[config.mk]
export PLATFORM = sky130hd
export DESIGN_NAME = sorted_deadline_timer_queue_top_flat
export DESIGN_NICKNAME = d
export VERILOG_FILES = /design/src/design/sdtq_pkg.sv /design/src/design/sdtq_if.sv /design/src/design/sorted_deadline_timer_queue_top.sv /design/src/design/sdtq_ram.sv /design/src/design/sdtq_cmp.sv /design/src/flat_wrapper.sv
export SDC_FILE = /design/constraint.sdc
export NUM_CORES = 2
export LEC_CHECK = 0
export BUFFER_PORTS_ARGS = -buffer_cell sky130_fd_sc_hd__buf_4
export CORE_MARGIN = 2
export CORE_UTILIZATION = 55
export CTS_CLUSTER_SIZE = 30
export DETAILED_ROUTE_END_ITERATION = 10
export HOLD_SLACK_MARGIN = 0.03
export PLACE_DENSITY = 0.69
export SYNTH_ARGS = -nofsm -noshare
export SYNTH_HDL_FRONTEND = slang
export SYNTH_SLANG_ARGS = --single-unit
[constraint.sdc]
create_clock -name clk -period 24.3 [get_ports clk]
set_input_delay 0 -clock clk [delete_from_list [all_inputs] [get_ports clk]]
set_output_delay 0 -clock clk [all_outputs]
set_load 0.02 [all_outputs]
[src/design/sdtq_pkg.sv]
`default_nettype none
// ----------------------------------------------------------------------------
// sdtq_pkg
// Shared types and constants for the sorted deadline timer queue.
// ----------------------------------------------------------------------------
package sdtq_pkg;

  localparam int ID_W      = 4;
  localparam int DLY_W     = 32;
  localparam int NOW_W     = 48;
  localparam int US_PER_MS = 1000;
  localparam int PROD_W    = 42;   // DLY_W plus the bits of US_PER_MS

  typedef enum logic [1:0] {
    OP_ARM    = 2'd0,
    OP_CANCEL = 2'd1,
    OP_EXPIRE = 2'd2,
    OP_QUERY  = 2'd3
  } op_t;

  typedef enum logic [2:0] {
    RK_ARMED     = 3'd0,
    RK_CANCELLED = 3'd1,
    RK_FIRED     = 3'd2,
    RK_NONE_DUE  = 3'd3,
    RK_QUERY     = 3'd4
  } kind_t;

  typedef struct packed {
    logic gt;   // entry deadline strictly after the reference time
    logic le;   // entry deadline at or before the reference time
  } cmp_flags_t;

endpackage
`default_nettype wire

[src/design/sdtq_if.sv]
`default_nettype none
// ----------------------------------------------------------------------------
// sdtq_in_if / sdtq_out_if
// Valid/ready channels carrying command words and result words.
// ----------------------------------------------------------------------------
interface sdtq_in_if import sdtq_pkg::*; ();
  logic             valid;
  logic             ready;
  op_t              operation;
  logic [ID_W-1:0]  timer_id;
  logic [DLY_W-1:0] delay_ms;
  logic [NOW_W-1:0] now_us;

  modport source (output valid, operation, timer_id, delay_ms, now_us, input ready);
  modport sink   (input valid, operation, timer_id, delay_ms, now_us, output ready);
endinterface

interface sdtq_out_if import sdtq_pkg::*; ();
  logic             valid;
  logic             ready;
  kind_t            result_kind;
  logic [ID_W-1:0]  fired_id;
  logic             found;
  logic [NOW_W-1:0] remaining_us;
  logic             last;

  modport source (output valid, result_kind, fired_id, found, remaining_us, last,
                  input ready);
  modport sink   (input valid, result_kind, fired_id, found, remaining_us, last,
                  output ready);
endinterface
`default_nettype wire

[src/design/sorted_deadline_timer_queue_top.sv]
`default_nettype none
// ----------------------------------------------------------------------------
// sorted_deadline_timer_queue_top
// Up to SLOTS one-shot timers kept in deadline order in a small RAM.
// ----------------------------------------------------------------------------
// Timers sit in RAM entries 0..count-1 in ascending deadline order, ties in
// arming order. A sequencer walks the entries one at a time through a single
// comparator; every entry visited is read and then compared, so the RAM read
// latency sets the pace. Arm runs a removal sweep and then an insertion sweep
// from the tail down to its position; cancel and expire run the removal sweep
// only, and query reads the head entry. Expire emits one fired word per due
// timer, earliest first, and stalls while the result register is held. The
// input is taken only between commands; a finished result may still wait in
// the output register while the next command runs.
// ----------------------------------------------------------------------------
module sorted_deadline_timer_queue_top import sdtq_pkg::*; #(
  parameter int SLOTS     = 16,
  parameter int TIME_BITS = 48
) (
  input  wire logic  clk,
  input  wire logic  rst_n,
  sdtq_in_if.sink    in_ch,
  sdtq_out_if.source out_ch
);

  localparam int AW = $clog2(SLOTS);
  localparam int CW = $clog2(SLOTS + 1);
  localparam int EW = ID_W + TIME_BITS;
  localparam int SW = ((TIME_BITS > PROD_W) ? TIME_BITS : PROD_W) + 1;
  localparam logic [TIME_BITS-1:0] TMAX = {TIME_BITS{1'b1}};

  typedef enum logic [9:0] {
    S_IDLE = 10'b0000000001,
    S_ADD  = 10'b0000000010,
    S_RD   = 10'b0000000100,
    S_EV   = 10'b0000001000,
    S_INS  = 10'b0000010000,
    S_IRD  = 10'b0000100000,
    S_IEV  = 10'b0001000000,
    S_QRD  = 10'b0010000000,
    S_QEV  = 10'b0100000000,
    S_DONE = 10'b1000000000
  } state_t;

  state_t state_r, state_nxt;

  logic [CW-1:0]        cnt_r, cnt_nxt;
  logic [CW-1:0]        idx_r, idx_nxt;
  logic [CW-1:0]        drop_r, drop_nxt;
  logic                 pend_r, pend_nxt;
  logic [ID_W-1:0]      pend_id_r, pend_id_nxt;
  logic                 found_r, found_nxt;
  op_t                  op_r, op_nxt;
  logic [ID_W-1:0]      id_r, id_nxt;
  logic [TIME_BITS-1:0] now_r, now_nxt;
  logic [PROD_W-1:0]    prod_r, prod_nxt;
  logic [TIME_BITS-1:0] dl_r, dl_nxt;
  logic [TIME_BITS-1:0] rem_r, rem_nxt;

  logic                 ov_r;
  kind_t                o_kind_r;
  logic [ID_W-1:0]      o_id_r;
  logic                 o_found_r;
  logic [NOW_W-1:0]     o_rem_r;
  logic                 o_last_r;

  logic                 o_ld;
  kind_t                ld_kind;
  logic [ID_W-1:0]      ld_id;
  logic                 ld_found;
  logic [NOW_W-1:0]     ld_rem;
  logic                 ld_last;

  logic                 in_acc, out_free;
  logic [TIME_BITS-1:0] now_sat;
  logic [SW-1:0]        sum;
  logic [TIME_BITS-1:0] dl_sat;

  logic                 we;
  logic [AW-1:0]        waddr, raddr;
  logic [EW-1:0]        wdata, rdata;
  logic [ID_W-1:0]      rd_slot;
  logic [TIME_BITS-1:0] rd_dl;
  logic [CW-1:0]        wr_down, rd_back;

  logic [TIME_BITS-1:0] cmp_ref, cmp_diff;
  cmp_flags_t           cmp_flags;
  logic                 hit, stall;

  // --------------------------------------------------------------------------
  // Input time handling
  // --------------------------------------------------------------------------
  generate
    if (TIME_BITS < NOW_W) begin : g_now_sat
      assign now_sat = (|in_ch.now_us[NOW_W-1:TIME_BITS]) ? TMAX
                                                          : in_ch.now_us[TIME_BITS-1:0];
    end else begin : g_now_ext
      assign now_sat = TIME_BITS'(in_ch.now_us);
    end
  endgenerate

  assign sum    = SW'(now_r) + SW'(prod_r);
  assign dl_sat = (|sum[SW-1:TIME_BITS]) ? TMAX : sum[TIME_BITS-1:0];

  // --------------------------------------------------------------------------
  // Entry store and shared compare unit
  // --------------------------------------------------------------------------
  assign rd_slot = rdata[EW-1:TIME_BITS];
  assign rd_dl   = rdata[TIME_BITS-1:0];
  assign wr_down = idx_r - drop_r;
  assign rd_back = idx_r - CW'(1);
  assign raddr   = (state_r == S_IRD || state_r == S_IEV) ? rd_back[AW-1:0]
                                                          : idx_r[AW-1:0];

  sdtq_ram #(
    .WIDTH (EW),
    .DEPTH (SLOTS)
  ) u_ram (
    .clk   (clk),
    .we    (we),
    .waddr (waddr),
    .wdata (wdata),
    .raddr (raddr),
    .rdata (rdata)
  );

  assign cmp_ref = (state_r == S_IEV) ? dl_r : now_r;

  sdtq_cmp #(
    .W (TIME_BITS)
  ) u_cmp (
    .x     (rd_dl),
    .y     (cmp_ref),
    .diff  (cmp_diff),
    .flags (cmp_flags)
  );

  // --------------------------------------------------------------------------
  // Sequencer
  // --------------------------------------------------------------------------
  assign in_acc   = in_ch.valid && in_ch.ready;
  assign out_free = !ov_r || out_ch.ready;
  assign hit      = (op_r == OP_EXPIRE) ? cmp_flags.le : (rd_slot == id_r);
  assign stall    = hit && (op_r == OP_EXPIRE) && pend_r && !out_free;

  always_comb begin
    state_nxt   = state_r;
    cnt_nxt     = cnt_r;
    idx_nxt     = idx_r;
    drop_nxt    = drop_r;
    pend_nxt    = pend_r;
    pend_id_nxt = pend_id_r;
    found_nxt   = found_r;
    op_nxt      = op_r;
    id_nxt      = id_r;
    now_nxt     = now_r;
    prod_nxt    = prod_r;
    dl_nxt      = dl_r;
    rem_nxt     = rem_r;
    we          = 1'b0;
    waddr       = '0;
    wdata       = '0;
    o_ld        = 1'b0;
    ld_kind     = RK_ARMED;
    ld_id       = '0;
    ld_found    = 1'b0;
    ld_rem      = '0;
    ld_last     = 1'b0;

    unique case (state_r)
      S_IDLE: begin
        if (in_acc) begin
          op_nxt    = in_ch.operation;
          id_nxt    = in_ch.timer_id;
          now_nxt   = now_sat;
          prod_nxt  = PROD_W'(in_ch.delay_ms) * PROD_W'(US_PER_MS);
          idx_nxt   = '0;
          drop_nxt  = '0;
          pend_nxt  = 1'b0;
          found_nxt = 1'b0;
          rem_nxt   = '0;
          case (in_ch.operation)
            OP_ARM:   state_nxt = S_ADD;
            OP_QUERY: state_nxt = S_QRD;
            default:  state_nxt = S_RD;
          endcase
        end
      end

      S_ADD: begin
        dl_nxt    = dl_sat;
        state_nxt = S_RD;
      end

      // Upward sweep: drop matching entries, slide the rest down over them.
      S_RD: begin
        if (idx_r == cnt_r) begin
          cnt_nxt   = cnt_r - drop_r;
          found_nxt = (drop_r != '0);
          state_nxt = (op_r == OP_ARM) ? S_INS : S_DONE;
        end else begin
          state_nxt = S_EV;
        end
      end

      S_EV: begin
        if (!stall) begin
          if (hit) begin
            drop_nxt = drop_r + CW'(1);
            if (op_r == OP_EXPIRE) begin
              if (pend_r) begin
                o_ld    = 1'b1;
                ld_kind = RK_FIRED;
                ld_id   = pend_id_r;
              end
              pend_nxt    = 1'b1;
              pend_id_nxt = rd_slot;
            end
          end else if (drop_r != '0) begin
            we    = 1'b1;
            waddr = wr_down[AW-1:0];
            wdata = rdata;
          end
          idx_nxt   = idx_r + CW'(1);
          state_nxt = S_RD;
        end
      end

      S_INS: begin
        if (cnt_r == CW'(SLOTS)) begin
          found_nxt = 1'b0;
          state_nxt = S_DONE;
        end else begin
          found_nxt = 1'b1;
          idx_nxt   = cnt_r;
          state_nxt = S_IRD;
        end
      end

      // Downward sweep: shift later deadlines up, drop the new one in the gap.
      S_IRD: begin
        if (idx_r == '0) begin
          we        = 1'b1;
          waddr     = '0;
          wdata     = {id_r, dl_r};
          cnt_nxt   = cnt_r + CW'(1);
          state_nxt = S_DONE;
        end else begin
          state_nxt = S_IEV;
        end
      end

      S_IEV: begin
        we    = 1'b1;
        waddr = idx_r[AW-1:0];
        if (cmp_flags.gt) begin
          wdata     = rdata;
          idx_nxt   = rd_back;
          state_nxt = S_IRD;
        end else begin
          wdata     = {id_r, dl_r};
          cnt_nxt   = cnt_r + CW'(1);
          state_nxt = S_DONE;
        end
      end

      S_QRD: begin
        state_nxt = (cnt_r == '0) ? S_DONE : S_QEV;
      end

      S_QEV: begin
        found_nxt = 1'b1;
        rem_nxt   = cmp_flags.gt ? cmp_diff : '0;
        state_nxt = S_DONE;
      end

      S_DONE: begin
        if (out_free) begin
          o_ld    = 1'b1;
          ld_last = 1'b1;
          case (op_r)
            OP_ARM: begin
              ld_kind  = RK_ARMED;
              ld_id    = id_r;
              ld_found = found_r;
            end
            OP_CANCEL: begin
              ld_kind  = RK_CANCELLED;
              ld_id    = id_r;
              ld_found = found_r;
            end
            OP_EXPIRE: begin
              ld_kind = pend_r ? RK_FIRED : RK_NONE_DUE;
              ld_id   = pend_r ? pend_id_r : '0;
            end
            default: begin
              ld_kind  = RK_QUERY;
              ld_found = found_r;
              ld_rem   = NOW_W'(rem_r);
            end
          endcase
          state_nxt = S_IDLE;
        end
      end

      default: state_nxt = S_IDLE;
    endcase
  end

  always_ff @(posedge clk) begin
    if (!rst_n) begin
      state_r <= S_IDLE;
      cnt_r   <= '0;
      idx_r   <= '0;
      drop_r  <= '0;
      pend_r  <= 1'b0;
      ov_r    <= 1'b0;
    end else begin
      state_r <= state_nxt;
      cnt_r   <= cnt_nxt;
      idx_r   <= idx_nxt;
      drop_r  <= drop_nxt;
      pend_r  <= pend_nxt;
      if (o_ld) begin
        ov_r <= 1'b1;
      end else if (out_ch.ready) begin
        ov_r <= 1'b0;
      end
    end
  end

  always_ff @(posedge clk) begin
    pend_id_r <= pend_id_nxt;
    found_r   <= found_nxt;
    op_r      <= op_nxt;
    id_r      <= id_nxt;
    now_r     <= now_nxt;
    prod_r    <= prod_nxt;
    dl_r      <= dl_nxt;
    rem_r     <= rem_nxt;
    if (o_ld) begin
      o_kind_r  <= ld_kind;
      o_id_r    <= ld_id;
      o_found_r <= ld_found;
      o_rem_r   <= ld_rem;
      o_last_r  <= ld_last;
    end
  end

  assign in_ch.ready         = (state_r == S_IDLE);
  assign out_ch.valid        = ov_r;
  assign out_ch.result_kind  = o_kind_r;
  assign out_ch.fired_id     = o_id_r;
  assign out_ch.found        = o_found_r;
  assign out_ch.remaining_us = o_rem_r;
  assign out_ch.last         = o_last_r;

  // --------------------------------------------------------------------------
  // Assertions
  // --------------------------------------------------------------------------
  a_cnt_bound: assert property (@(posedge clk) disable iff (!rst_n)
    cnt_r <= CW'(SLOTS))
    else $error("timer count beyond capacity");

  a_drop_bound: assert property (@(posedge clk) disable iff (!rst_n)
    (state_r == S_RD || state_r == S_EV) |-> drop_r <= idx_r)
    else $error("more entries dropped than visited");

  a_busy_after_accept: assert property (@(posedge clk) disable iff (!rst_n)
    (in_ch.valid && in_ch.ready) |=> !in_ch.ready)
    else $error("command taken while previous one still running");

  a_query_no_write: assert property (@(posedge clk) disable iff (!rst_n)
    (state_r == S_QRD || state_r == S_QEV) |-> !we)
    else $error("entry store written during query");

endmodule
`default_nettype wire

[src/design/sdtq_ram.sv]
`default_nettype none
// ----------------------------------------------------------------------------
// sdtq_ram
// Generic RAM: one write port, one read port with registered read data.
// ----------------------------------------------------------------------------
module sdtq_ram #(
  parameter int WIDTH = 8,
  parameter int DEPTH = 16
) (
  input  wire logic                     clk,
  input  wire logic                     we,
  input  wire logic [$clog2(DEPTH)-1:0] waddr,
  input  wire logic [WIDTH-1:0]         wdata,
  input  wire logic [$clog2(DEPTH)-1:0] raddr,
  output logic      [WIDTH-1:0]         rdata
);

  logic [WIDTH-1:0] mem_r [DEPTH];
  logic [WIDTH-1:0] rdata_r;

  always_ff @(posedge clk) begin
    if (we) begin
      mem_r[waddr] <= wdata;
    end
    rdata_r <= mem_r[raddr];
  end

  assign rdata = rdata_r;

endmodule
`default_nettype wire

[src/design/sdtq_cmp.sv]
`default_nettype none
// ----------------------------------------------------------------------------
// sdtq_cmp
// Shared subtract/compare unit: entry deadline against a reference time.
// ----------------------------------------------------------------------------
module sdtq_cmp import sdtq_pkg::*; #(
  parameter int W = 48
) (
  input  wire logic [W-1:0] x,
  input  wire logic [W-1:0] y,
  output logic      [W-1:0] diff,
  output cmp_flags_t        flags
);

  logic [W:0] d;

  assign d        = {1'b0, x} - {1'b0, y};
  assign diff     = d[W-1:0];
  assign flags.gt = !d[W] && (|d[W-1:0]);
  assign flags.le = !flags.gt;

endmodule
`default_nettype wire

[src/flat_wrapper.sv]
// flat-port wrapper written by rule: the top's interface ports become plain ports
module sorted_deadline_timer_queue_top_flat import sdtq_pkg::*;
#(
  parameter int SLOTS     = 16,
  parameter int TIME_BITS = 48
)
  (clk, rst_n, in_ch_valid, in_ch_operation, in_ch_timer_id, in_ch_delay_ms, in_ch_now_us, in_ch_ready, out_ch_valid, out_ch_result_kind, out_ch_fired_id, out_ch_found, out_ch_remaining_us, out_ch_last, out_ch_ready);
  sdtq_in_if in_ch_i ();
  sdtq_out_if out_ch_i ();
  input  wire logic clk;
  input  wire logic rst_n;
  input wire logic [$bits(in_ch_i.valid)-1:0] in_ch_valid;
  input wire logic [$bits(in_ch_i.operation)-1:0] in_ch_operation;
  input wire logic [$bits(in_ch_i.timer_id)-1:0] in_ch_timer_id;
  input wire logic [$bits(in_ch_i.delay_ms)-1:0] in_ch_delay_ms;
  input wire logic [$bits(in_ch_i.now_us)-1:0] in_ch_now_us;
  output wire logic [$bits(in_ch_i.ready)-1:0] in_ch_ready;
  output wire logic [$bits(out_ch_i.valid)-1:0] out_ch_valid;
  output wire logic [$bits(out_ch_i.result_kind)-1:0] out_ch_result_kind;
  output wire logic [$bits(out_ch_i.fired_id)-1:0] out_ch_fired_id;
  output wire logic [$bits(out_ch_i.found)-1:0] out_ch_found;
  output wire logic [$bits(out_ch_i.remaining_us)-1:0] out_ch_remaining_us;
  output wire logic [$bits(out_ch_i.last)-1:0] out_ch_last;
  input wire logic [$bits(out_ch_i.ready)-1:0] out_ch_ready;
  assign in_ch_i.valid = in_ch_valid;
  assign in_ch_i.operation = in_ch_operation;
  assign in_ch_i.timer_id = in_ch_timer_id;
  assign in_ch_i.delay_ms = in_ch_delay_ms;
  assign in_ch_i.now_us = in_ch_now_us;
  assign in_ch_ready = in_ch_i.ready;
  assign out_ch_valid = out_ch_i.valid;
  assign out_ch_result_kind = out_ch_i.result_kind;
  assign out_ch_fired_id = out_ch_i.fired_id;
  assign out_ch_found = out_ch_i.found;
  assign out_ch_remaining_us = out_ch_i.remaining_us;
  assign out_ch_last = out_ch_i.last;
  assign out_ch_i.ready = out_ch_ready;
  sorted_deadline_timer_queue_top #(.SLOTS(SLOTS), .TIME_BITS(TIME_BITS)) u_core (.clk(clk), .rst_n(rst_n), .in_ch(in_ch_i), .out_ch(out_ch_i));
endmodule
# Word-level counts from Yosys, hierarchy flattened

Memories as Yosys holds them, arrays and structs flattened. A register that Yosys moved wholly into a read port is not among the register bits.
Cells that the tools add are included.
Widths: inputs -> output; s select.

Bitwise operators: 3
Multiply operators: 1
Add/subtract/negate cells: 8
Eq/ne operators: 26
Reduce and logical (&&, ||, !) cells: 35
Muxes and demuxes: 77

Operator list:

| kind                  | number |
|---|---|
| $mux 52               | 5 |
| $pmux 52 s3           | 1 |
| $mux 48               | 3 |
| $pmux 10 s10          | 1 |
| $pmux 48 s2           | 1 |
| $mux 10               | 9 |
| $add 48x42->49        | 1 |
| $sub 48x48->49        | 1 |
| $reduce_or 48->1      | 1 |
| $mux 5                | 9 |
| $mul 32x7->39 const B | 1 |
| $mux 4                | 9 |
| $pmux 4 s2            | 3 |
| $mux 1                | 21 |
| $pmux 5 s4            | 1 |
| $pmux 8 s2            | 1 |
| $add 5x1->5 const B   | 3 |
| $pmux 5 s3            | 1 |
| $mux 3                | 4 |
| $reduce_and 4->1      | 3 |
| $eq 10x1->1 const B   | 1 |
| $eq 10x10->1 const B  | 1 |
| $eq 10x2->1 const B   | 1 |
| $eq 10x3->1 const B   | 1 |
| 39 further kinds      | 67 |

Bits in registers: 278
Bits of input ports: 90
Memories kept: 1
Output and inout port bits: 59
Bits in writable memories: 832
Word-level logic and storage cells: 170

Memory list:

| name               | depth | width | rd ports | clocked after Yosys merged registers in | wr ports | RTL line       | text |
|---|---|---|---|---|---|---|---|
| u_core.u_ram.mem_r | 16    | 52    | 1        | 1                                       | 1        | sdtq_ram.sv:18 | `logic [WIDTH-1:0] mem_r [DEPTH];` |

# Longest topological paths before layout

Depth in word-level cells: 14
Gate-level depth with buffers: 27
Depth with buffers taken out: 22

# By module

From an unflattened synthesis, not the netlist that was laid out.

Cells, all modules: 3796
Area, all modules: 55632.1 um^2

By module, submodules not included:

| module                          | times used | area each (um^2) | cells an instance |
|---|---|---|---|
| sdtq_ram                        | 1          | 32215.9          | 1344 |
| sorted_deadline_timer_queue_top | 1          | 19658.9          | 1861 |
| sdtq_cmp                        | 1          | 3757.4           | 591 |

# Worst setup path after synthesis

OpenSTA, ideal clock, no wires.

Path type: register -> register
Start point: register u_core.state_r[7]
End point: memory u_core.u_ram.mem_r[8][0] in the netlist's numbering (enable)
Stages on the path, launching flop included: 26
Data required time: 23709 ps
Period minus slack after synthesis: 11425 ps
Buffers on the path: 3
Path slack: 12875 ps
Arrival time: 10834 ps
Path through: dfxtp_1 nor2_1 and3_1 nand2_1 nor3b_1 clkbuf_1 clkbuf_1 clkbuf_1 nand2_1 nand2_1 ha_1 inv_1 fa_1 a211oi_1 o21ai_2 a21oi_1 o41a_1 nand2_1 xor2_1 nor4_1 nand4_1 or4_4 nor4_1 nor3_1 a21boi_0 nor4_1

Longest elaborated chain between the ends: 14
Elaborated cells between the ends (all ways): 21
Classes of those cells: add/sub: 1; eq/ne: 3; mux: 10; reduce/logical: 7

Ends and longest elaborated chain:

| element                                             | RTL line                                                                       | text |
|---|---|---|
| from (decl)                                         | sorted_deadline_timer_queue_top.sv:45                                          | `state_t state_r, state_nxt;` |
| from (signal assigned)                              | sorted_deadline_timer_queue_top.sv:319                                         | `state_r <= state_nxt;` |
| $eq 10x7->1                                         | sorted_deadline_timer_queue_top.sv:127, sorted_deadline_timer_queue_top.sv:170 |  |
| $mux 48                                             | sorted_deadline_timer_queue_top.sv:127                                         | `assign cmp_ref = (state_r == S_IEV) ? dl_r : now_r;` |
| $sub 48x48->49                                      | sdtq_cmp.sv:17                                                                 | `assign d = {1'b0, x} - {1'b0, y};` |
| $reduce_or 48->1 or $logic_not 1->1 (tied branches) | sdtq_cmp.sv:19                                                                 | `assign flags.gt = !d[W] && (\|d[W-1:0]);` |
| $logic_and 1x1->1                                   | sdtq_cmp.sv:19                                                                 |  |
| $logic_not 1->1                                     | sdtq_cmp.sv:20                                                                 | `assign flags.le = !flags.gt;` |
| $mux 1                                              | sorted_deadline_timer_queue_top.sv:143                                         | `assign hit = (op_r == OP_EXPIRE) ? cmp_flags.le : (rd_slot == id_r);` |
| $logic_and 1x1->1 (3 in a row)                      | sorted_deadline_timer_queue_top.sv:144                                         | `assign stall = hit && (op_r == OP_EXPIRE) && pend_r && !out_free;` |
| $mux 1                                              | sorted_deadline_timer_queue_top.sv:207                                         | `if (!stall) begin` |
| $pmux 1 s3                                          | sorted_deadline_timer_queue_top.sv:170                                         | `unique case (state_r)` |
| $mux 1                                              | sdtq_ram.sv:22                                                                 | `if (we) begin` |
| $mux 1 (not written as such)                        | sdtq_ram.sv:23                                                                 | `mem_r[waddr] <= wdata;` |
| to (decl)                                           | sdtq_ram.sv:18                                                                 |  |

Parallel ways exist; a longest one is shown, timed or not.

# Final worst setup path

Start point: register u_core.state_r[7]
End point: memory u_core.u_ram.mem_r[14][39] in the netlist's numbering (enable)

The elaborated chain is that of the path after synthesis.

==> flow_summary.toml <==
[power]
power_mw = 5.814
p_leak_nw = 19.81
ir_drop_v = 0.00007131
p_per_area_nw_per_um2 = 93.82

[logic_synthesis]
ys.flop_type = "edfxtp_1"
syn_avg_cell_area_sq_um = 16.19
async_flop_share_pct = 0
ys_warn_count = 0
yosys-top-cells-count = "1083 x edfxtp_1, 260 x mux4_2, 207 x inv_1"
synth.net_count = 3757
synth-edff-count = 1083
synth_top_area_share_pct = 59.82
synth_seq_cells = 1162
synthCells = 3358
synth_area_leaders = "edfxtp_1 60%, mux4_2 11%, fa_1 4.5%, ha_1 4.3%, dfxtp_1 2.9%"
synth.most_common_cell = "edfxtp_1"
synth_cell_type_count = 84
synth_area_sq_um = 54360
yosysSeqAreaShare_pct = 62.73
yosys.area.top_type = "edfxtp_1"

[placement]
dp_slack_ns = 15.84
gp_congestion = 0.9561
placed_cells = 4717
dpl.hpwl_mm = 87.76
numPortBuffers = 148

[critical_path]
cp_data_required_time_ns = 24.61
critPathLaunchType = "flop"
worst_path_max_delay_cell = "nor3_1"
crit_fanout = 34
critPathBufInv = 3
max_stage_delay_ns = 0.98
crit_chain = "nor2_1 > and3_1 > nand2_1 > nor3b_2 > buf_4 > buf_4 > mux2i_1 > ha_1 > nand4_1 > or2_2 > or4_1 > o21bai_1 > o211a_1 > a31oi_1 > a21o_1 > a21oi_1 > and2_1 > nor3_1 > a31oi_1 > nor2_4 > buf_4"
critical_path_arrival_ns = 8.94
worstSetupEndpointType = "flop"
reg2reg_slack_ns = 15.67
cp_top_family = "simple AND/OR/NAND/NOR gates"
crit_top_cell = "buf_4"
path_class = "flop to flop"

[sta]
slew_viol_final = 0
tns_ns = 0
max_slew_margin_pct = 13.03
setup_ws_ns = 15.67
fmax_mhz = 115.9
finalCriticalPeriod_ns = 8.631
hold_violations = 0
grt_setup_unrepaired = "false"
worst_pin_slew_ns = 1.305
finalCritPeriodShare_pct = 35.52
setup-violations-final = 0
fin_worst_skew_ns = 0.02596

[cts]
cts_hold_buf = 121
htreeDepth = 3
root_buffer = "clkbuf_16"
cts_setup_buffers = 0
worstSkewPairLatency_ns = 0.70
cts_buffer_depth = 3
path_clk_slew_ns = 0.06
cts.sinks = 1162
cts_tree = "done"
numCtsBuffers = 111
cts_resized = 0

[run_status]
status = "finished clean"

[floorplan]
die_w_um = 318.4
io_pins = 149
fp.dieH_um = 318.4
core-area_sq_um = 98130
initial_utilization_pct = 55.40
row_count = 115
die_area_sq_um = 101400

[layout]
utilization_pct = 63.15
area_delta_synth_final_pct = 14.00
nets = 4063
final_cells = 5046
diodes = 0
drive_above_1_share_pct = 17.96

[drt]
drt_iter0_drc = 3548
viasPerCell = 6.308
wl_mm = 137.9
num_vias = 31830
ant_nets = 0
wl_per_cell_um = 27.32
drc = 0
dr.pass1.iters = 6

[min_path]
min_path_type = "input port to flop"

[global_routing]
track_usage_pct = 27.39
overflow = 0
grt_pass1_wl_mm = 206.3
grt_pass1_vias = 32290
antenna_found_initial = 2
grt_max_degree = 138

[run]
drv_cap = 0
-- per-stage QoR --
| step | hold WS [ns] | area [sq um] |
|---|---|---|
| 6_report | 0.06684 | 61970 |
| 5_1_grt | 0.05307 | 61970 |
| 4_1_cts | 0.03351 | 61970 |
| 3_5_place_dp | 0.1795 | 57110 |
| 3_3_place_gp | 0.1778 | 57110 |
| 2_1_floorplan | 0.09887 | 54360 |
-- worst paths after layout --
| kind | from | to | cells after the start |
|---|---|---|---|
| worst max-delay path | u_core.state_r[7]$_SDFFE_PN0P_ | u_core.u_ram.mem_r[14][39]$_DFFE_PP_ | 21 |
| worst min-delay path | in_ch_operation[1] | u_core.op_r[1]$_DFFE_PP_ | 2 |
| worst max register to register | u_core.state_r[7]$_SDFFE_PN0P_ | u_core.u_ram.mem_r[14][39]$_DFFE_PP_ | 21 |
| worst min register to register | u_core.rem_r[4]$_SDFFCE_PN0P_ | u_core.out_ch.remaining_us[4]$_SDFFCE_PP0P_ | 1 |
-- layer usage --
layer,global-route usage (%),up-vias,wire (um),share of wire [%]
met5,0,-,13,0.0094
met2,44.11,1597,65310,47
li1,-,13730,-,-
met4,7.794,2,4146,3.0
met1,39.06,16230,56220,41
met3,4.496,272,12180,8.8
-- final cells by class --
cell class | count | area [sq um]
timing repair buffer | 314 | 2685
fill | 6939 | 36160
sequential | 1162 | 34100
inverter | 207 | 779.5
clock inverter | 55 | 516.7
multi-input combinational | 1868 | 19150
tap | 1287 | 1610
clock buffer | 153 | 3128
-- power breakdown --
group	internal [mW]	switching (mW)
Clock	0.976	0.740
Sequential	2.34	0.0976
Combinational	0.699	0.959
Total	4.02	1.80
-- logic make-up after synthesis --
group	after synthesis	synth area share, %
AOI/OAI and AO/OA	531	6.769
xor gates and xnor gates	115	1.853
adders and majority gates	309	8.797
buffers and inverters	328	2.373
DFF	1162	62.73
muxes	316	11.81
and+or+nand+nor	597	5.669
-- worst register-to-register path: cells and delay by family (launching register included) --
kind | cells | cell delay [ns]
and+or+nand+nor | 10 | 3.99
muxes | 1 | 0.21
AOI/OAI and AO/OA | 6 | 1.47
buffers and inverters | 3 | 1.74
adders and majority gates | 1 | 0.47
DFF | 1 | 0.33
-- placed cells by master (no fill, tap or decap), types with 79 or more instances in the layout --
master	n
fa_1	122
dfxtp_1	79
dlygate4sd3_1	121
edfxtp_1	1083
mux4_2	260
clkbuf_16	113
nand2_1	136
inv_1	205
buf_4	191
a21oi_1	127
nor2_1	119
ha_1	187
-- flip-flops by register name, summed over array words and instances (netlist names), 5 cells and up --
register                    flops
u_core.dl_r                    48
u_core.u_ram.rdata             52
u_core.now_r                   48
u_core.cnt_r                    5
u_core.state_r                 10
u_core.prod_r                  39
u_core.idx_r                    5
u_core.drop_r                   5
u_core.u_ram.mem_r            832
u_core.rem_r                   48
u_core.out_ch.remaining_us     48
Power figures use the tool's default switching activity.
